<file path="config.mk">
export PLATFORM = sky130hd
export DESIGN_NAME = sma_div
export DESIGN_NICKNAME = d
export VERILOG_FILES = /design/src/rtl/core/sma_pkg.sv /design/src/rtl/core/sma_div.sv
export SDC_FILE = /design/constraint.sdc
export NUM_CORES = 1
export LEC_CHECK = 0
export ABC_CLOCK_PERIOD_IN_PS = 4700
export BUFFER_PORTS_ARGS = -buffer_cell sky130_fd_sc_hd__buf_2
export CAP_MARGIN = 25
export CORE_AREA = 3 3 102 104
export DETAILED_ROUTE_END_ITERATION = 12
export DIE_AREA = 0 0 105 107
export GPL_TIMING_DRIVEN = 0
export PLACE_DENSITY = 0.7
export SLEW_MARGIN = 5
export SYNTH_ARGS = -nofsm -noshare
export SYNTH_HDL_FRONTEND = slang
export SYNTH_SLANG_ARGS = --single-unit
export TNS_END_PERCENT = 1
</file>
<file path="constraint.sdc">
create_clock -name clock -period 4.7 [get_ports clock]
set_input_delay 1.175 -clock clock [delete_from_list [all_inputs] [get_ports clock]]
set_output_delay 1.175 -clock clock [all_outputs]
set_load 0.1 [all_outputs]
</file>
<file path="src/rtl/core/sma_pkg.sv">
`timescale 1ns / 1ps

package sma_pkg;

   // Fixed field widths of the bar and result items and of the length register.
   localparam int PRICE_W   = 48;
   localparam int TIME_W    = 64;
   localparam int CSR_LEN_W = 11;

   // Window length after reset, before saturation to the ring depth.
   localparam int LEN_RESET = 20;

   typedef enum logic [1:0] {
      FAULT_NONE     = 2'd0,
      FAULT_INVALID  = 2'd1,
      FAULT_BACKWARD = 2'd2
   } fault_type;

   typedef enum logic [2:0] {
      ST_IDLE,
      ST_CHECK,
      ST_FETCH,
      ST_SUM,
      ST_DIVIDE,
      ST_DONE
   } state_type;

   // Status returned by the serial divider.
   typedef struct packed {
      logic busy;
      logic done;
   } div_stat_type;

endpackage

</file>
<file path="src/rtl/core/sma_div.sv">
`timescale 1ns / 1ps

module sma_div
   import sma_pkg::*;
#(
   parameter int DIVIDEND_W = 58,
   parameter int DIVISOR_W  = 11
) (
   input  logic                  clock,
   input  logic                  reset,
   input  logic                  start,
   input  logic [DIVIDEND_W-1:0] dividend,
   input  logic [DIVISOR_W-1:0]  divisor,
   output div_stat_type          stat,
   output logic [DIVIDEND_W-1:0] quotient
);

   localparam int CNT_W = $clog2(DIVIDEND_W);
   localparam logic [CNT_W-1:0] CNT_LAST = CNT_W'(DIVIDEND_W - 1);

   logic                  busy_ff;
   logic                  done_ff;
   logic [CNT_W-1:0]      cnt_ff;
   logic [DIVISOR_W-1:0]  rem_ff;
   logic [DIVISOR_W-1:0]  divisor_ff;
   logic [DIVIDEND_W-1:0] quo_ff;

   logic [DIVISOR_W:0]    shifted;
   logic [DIVISOR_W:0]    trial;
   logic                  fits;

   // One quotient bit per cycle: the dividend leaves the shift register at
   // the top while the quotient bits enter at the bottom.
   assign shifted = {rem_ff, quo_ff[DIVIDEND_W-1]};
   assign trial   = shifted - {1'b0, divisor_ff};
   assign fits    = (shifted >= {1'b0, divisor_ff});

   always_ff @(posedge clock) begin
      if (reset) begin
         busy_ff <= 1'b0;
         done_ff <= 1'b0;
         cnt_ff  <= '0;
      end else begin
         done_ff <= 1'b0;
         if (start) begin
            busy_ff <= 1'b1;
            cnt_ff  <= CNT_LAST;
         end else if (busy_ff) begin
            if (cnt_ff == '0) begin
               busy_ff <= 1'b0;
               done_ff <= 1'b1;
            end else begin
               cnt_ff <= cnt_ff - CNT_W'(1);
            end
         end
      end
   end

   always_ff @(posedge clock) begin
      if (start) begin
         rem_ff     <= '0;
         quo_ff     <= dividend;
         divisor_ff <= divisor;
      end else if (busy_ff) begin
         rem_ff <= fits ? trial[DIVISOR_W-1:0] : shifted[DIVISOR_W-1:0];
         quo_ff <= {quo_ff[DIVIDEND_W-2:0], fits};
      end
   end

   assign stat.busy = busy_ff;
   assign stat.done = done_ff;
   assign quotient  = quo_ff;

   a_rem_below_divisor : assert property (@(posedge clock) disable iff (reset)
      busy_ff |-> (rem_ff < divisor_ff))
      else $error("divider remainder not below divisor");

   a_start_when_free : assert property (@(posedge clock) disable iff (reset)
      start |-> (!busy_ff && (divisor != '0)))
      else $error("divider started while busy or with zero divisor");

   a_done_after_busy : assert property (@(posedge clock) disable iff (reset)
      done_ff |-> ($past(busy_ff) && !busy_ff))
      else $error("divider done without a finished run");

endmodule

</file>
==> impl_results.rst <==
.. list-table::
   :header-rows: 1

   * - Metric
     - Value
   * - Hold path cells
     - 2
   * - Pin count of the biggest net entering global routing
     - 36
   * - Initial antenna violation count
     - 0
   * - Count of synthesis-stage warnings from yosys
     - 0
   * - CTS sink count
     - 88
   * - Die Area
     - 11240 sq um
   * - Final worst path period share
     - 0.6901
   * - Reg2reg end
     - rem_ff[8]
   * - Library cells used by synthesis
     - 52
   * - Main flop type after synthesis
     - sky130_fd_sc_hd__edfxtp_1
   * - Routability congestion estimate
     - 0.8041
   * - TritonCTS Buffers
     - 9
   * - Final setup violation count
     - 0
   * - Basic-gate share of the synthesized area counting and, or, nand and nor cells
     - 0.07418
   * - Synthesis-to-layout area growth
     - 24.87%
   * - Residual antenna-violating net count after detailed routing
     - 0
   * - Cell with the largest stage delay on the worst path
     - sky130_fd_sc_hd__or2_2
   * - Number of filler instances in the final layout
     - 844
   * - Worst reg-to-reg path cell count
     - 10
   * - Peak supply drop
     - 0.3076 mV
   * - Boundary Pins
     - 132
   * - Total non-filler cell area in the finished layout
     - 5308 sq um
   * - Endpoint kind of the worst setup timing path
     - flop
   * - Wirelength, routed
     - 9216 um
   * - Max Transition Viols Final
     - 0
   * - Number of enable-type register cells in the synthesized netlist
     - 69
   * - Arrival time of data at the critical path endpoint
     - 3.29 ns
   * - Worst Skew
     - 0.01152 ns
   * - Routed wirelength normalized by instance count
     - 15.62 um
   * - Power Dens Cells
     - 441.4 nW/um^2
   * - Worst min-delay path endpoint
     - rem_ff[2]
   * - Compound-cell area share of the yosys netlist
     - 0.07948
   * - Number of diodes added for antenna fixing
     - 0
   * - Final layout net count
     - 538
   * - Reported leakage power
     - 2.186 nW
   * - Multi-input combinational cell area
     - 1652 sq um
   * - Effective utilization at floorplan
     - 0.4409
   * - Part of the total power dissipated in combinational logic
     - 0.335
   * - Sequential element share of the synthesized area
     - 0.5770
   * - RSZ-0062 raised after global routing
     - no
   * - Synthesized-area fraction occupied by xor and xnor cells
     - 0.02061
   * - Number of design-rule violations left by the first detailed-router iteration
     - 84
   * - Placed cell areas
     - 5087 sq um
   * - Post-CTS setup buffers
     - 0
   * - Post-Synthesis Net Count
     - 396
   * - Number of standard-cell rows in the floorplan
     - 36
   * - Global-route wire length before repair
     - 15100 um
   * - Combinational family with the most area after synthesis
     - multiplexers
   * - Measured slew at the worst slew-check pin
     - 0.6031 ns
   * - Max Cap Viol
     - 0
   * - Cells resized by post-CTS repair
     - 0
   * - Pint
     - 0.001436 W
   * - Post-detail-place hpwl
     - 6816 um
   * - Via count of the first global-routing pass
     - 3137
   * - Htree depth
     - 3
   * - Ratio of cells with drive above 1 in the final layout
     - 0.4726
   * - First-pass iteration count of the detailed router
     - 4
   * - Part of the power in the clock network
     - 0.249
   * - Global Route Usage Sum
     - 0.1682
   * - Clock edge transition at the registers on the reported setup and hold paths
     - 0.09 ns
   * - Period minus WS final
     - 3.244 ns
   * - Number of synthesized register bits
     - 88
   * - Number of buffers added on ports
     - 130
   * - Vias per inst
     - 5.022
   * - Maximum number of buffers from clock root to sink
     - 2
   * - Cells traversed along the worst timing path
     - buf_2 > clkbuf_1 > clkbuf_1 > or2_2 > buf_12
   * - Final-report hold violation count
     - 0
   * - Placeable core area
     - 9639 sq um
   * - Cell count after synthesis
     - 310
   * - Data required, critical path
     - 4.75 ns
   * - Via count of the routed design
     - 2963
   * - Fmax
     - 308.3 MHz
   * - Run status
     - finished clean
   * - Source of the worst register-to-register timing path
     - quotient[57]
   * - Max-slew headroom
     - 0.5979
   * - Register-to-register setup slack
     - 2.24 ns
   * - Buffer cell driving the clock tree root
     - sky130_fd_sc_hd__clkbuf_8
   * - FFs w/ async S/R, synth
     - 0
   * - Sequential Power Share
     - 0.417
   * - Register Area
     - 2452 sq um
   * - TritonCTS clock tree
     - built
   * - Total Negative Setup Slacks
     - 0 ns
   * - CP max FO
     - 35
   * - Die Span Y
     - 107 um
   * - Adder and majority cell fraction of the synthesized area
     - 0.04298
   * - Peak per-stage delay on the critical path
     - 0.60 ns
   * - Mux cell area share after synthesis
     - 0.1713
   * - Post-synthesis area per instance
     - 13.71 sq um
   * - Worst setup SP type
     - input port
   * - Clock latency on the worst-skew pair
     - 0.36 ns
   * - Overall overflow remaining after global route
     - 0
   * - Hold Crit Class
     - reg2reg
   * - Sw Pwr
     - 0.0009067 W
   * - Mapped cell area
     - 4250 sq um
   * - Cell type with the highest occurrence count on the critical path
     - sky130_fd_sc_hd__clkbuf_1
   * - Final core area utilization
     - 0.5506
   * - Share of total power consumed by net switching
     - 0.3870
   * - # DRC
     - 0
   * - Width of the die
     - 105 um
   * - Number of hold buffers added after CTS
     - 0
   * - Worst Hold Launch
     - rem_ff[2]
   * - Type of the worst setup path
     - in2reg
state kept, by name, summed over array words and instances, names as in the netlist:
name,flops
done_ff,1
rem_ff,11
divisor_ff,11
cnt_ff,6
quotient,58
busy_ff,1
power groups by stage:
stage          logic [W]  clock network, W  registers, W
3_3_place_gp    0.000773                 0      0.000992
5_1_grt         0.000829          0.000621      0.000989
3_5_place_dp    0.000786                 0      0.000993
6_report        0.000784          0.000583      0.000976
4_1_cts         0.000788          0.000598      0.000977
2_1_floorplan   0.000257                 0       0.00138
per-layer routing:
layer,global-route usage,vias up,wire length [um]
met1,0.2043,1412,3827
met4,0.06467,0,119
met2,0.2681,97,4428
met3,0.06924,9,841
met5,0,-,0
li1,-,1445,-
logic make-up (layout without fill, tap and decap cells):
family	Yosys count	after routing
flops	88	88
mux	65	65
fa+ha+maj	14	14
buf+inv	32	179
compound gates	45	45
xor+xnor	10	10
simple gates	56	56
cells in the final DEF, fill, tap and decap left out, types with 2 or more instances in the layout:
cell / count
sky130_fd_sc_hd__a211oi_1: 7
sky130_fd_sc_hd__a21oi_1: 9
sky130_fd_sc_hd__a311oi_1: 2
sky130_fd_sc_hd__buf_1: 4
sky130_fd_sc_hd__buf_2: 130
sky130_fd_sc_hd__buf_4: 2
sky130_fd_sc_hd__bufinv_16: 2
sky130_fd_sc_hd__clkbuf_1: 9
sky130_fd_sc_hd__clkbuf_8: 9
sky130_fd_sc_hd__clkinvlp_4: 2
sky130_fd_sc_hd__dfxtp_1: 19
sky130_fd_sc_hd__edfxtp_1: 69
sky130_fd_sc_hd__ha_1: 13
sky130_fd_sc_hd__inv_1: 16
sky130_fd_sc_hd__mux2_2: 58
sky130_fd_sc_hd__mux2i_1: 6
sky130_fd_sc_hd__nand2_1: 9
sky130_fd_sc_hd__nand2b_1: 4
sky130_fd_sc_hd__nand3b_1: 2
sky130_fd_sc_hd__nor2_1: 20
sky130_fd_sc_hd__nor2b_1: 2
sky130_fd_sc_hd__nor3_1: 5
sky130_fd_sc_hd__nor4bb_1: 2
sky130_fd_sc_hd__o211ai_1: 4
sky130_fd_sc_hd__o21a_1: 2
sky130_fd_sc_hd__o21ai_0: 5
sky130_fd_sc_hd__o21ai_1: 2
sky130_fd_sc_hd__o22ai_1: 2
sky130_fd_sc_hd__o31a_1: 2
sky130_fd_sc_hd__o31ai_1: 2
sky130_fd_sc_hd__xnor2_1: 8
sky130_fd_sc_hd__xor2_1: 2
worst max-delay path by stage:
stage / startpoint / endpoint / cells past startpoint
2_1_floorplan: start / quotient[0] / 3
3_3_place_gp: start / quotient[4] / 4
3_5_place_dp: start / quotient[3] / 5
4_1_cts: start / quotient[1] / 5
5_1_grt: start / quotient[4] / 5
6_report: start / quotient[8] / 5
through the flow:
step | worst slack [ns] | total power [W] | std cells | hold slack, ns
6_report | 1.456 | 0.002343 | 590 | 0.5121
5_1_grt | 1.256 | 0.002438 | 590 | 0.5349
4_1_cts | 1.393 | 0.002363 | 590 | 0.5144
3_5_place_dp | 0.9974 | 0.001779 | 574 | 0.5012
3_3_place_gp | 0.7159 | 0.001765 | 573 | 0.4936
2_1_floorplan | 1.723 | 0.001639 | 310 | 0.4744
cell type report:
cell class,count,share of cell area
flip-flops and latches,88,0.4620
repair buffers,131,0.1264
well taps,133,0.03135
multi-input cells,190,0.3112
clock buffers,10,0.02405
clock inverters,6,0.01744
inverters,16,0.01132
plain buffers,16,0.01627
synth_stat cells, types with 4 or more instances:
| cell | number | share of area |
|---|---|---|
| sky130_fd_sc_hd__ha_1 | 13 | 0.038 |
| sky130_fd_sc_hd__o21ai_0 | 5 | 0.0059 |
| sky130_fd_sc_hd__xnor2_1 | 8 | 0.016 |
| sky130_fd_sc_hd__o211ai_1 | 4 | 0.0071 |
| sky130_fd_sc_hd__mux2_2 | 58 | 0.15 |
| sky130_fd_sc_hd__nor3_1 | 5 | 0.0059 |
| sky130_fd_sc_hd__a21oi_1 | 9 | 0.011 |
| sky130_fd_sc_hd__dfxtp_1 | 19 | 0.089 |
| sky130_fd_sc_hd__nand2b_1 | 4 | 0.0059 |
| sky130_fd_sc_hd__edfxtp_1 | 69 | 0.49 |
| sky130_fd_sc_hd__a211oi_1 | 7 | 0.012 |
| sky130_fd_sc_hd__clkbuf_1 | 8 | 0.0071 |
| sky130_fd_sc_hd__nand2_1 | 9 | 0.0079 |
| sky130_fd_sc_hd__inv_1 | 16 | 0.014 |
| sky130_fd_sc_hd__nor2_1 | 20 | 0.018 |
| sky130_fd_sc_hd__mux2i_1 | 6 | 0.014 |
| sky130_fd_sc_hd__buf_1 | 4 | 0.0035 |
critical path, delay by kind of cell:
family | cells | cell delay, ns
buffers and inverters | 4 | 1.48
AND/OR/NAND/NOR | 1 | 0.60
Note: power is estimated with default switching activity, not from simulation.
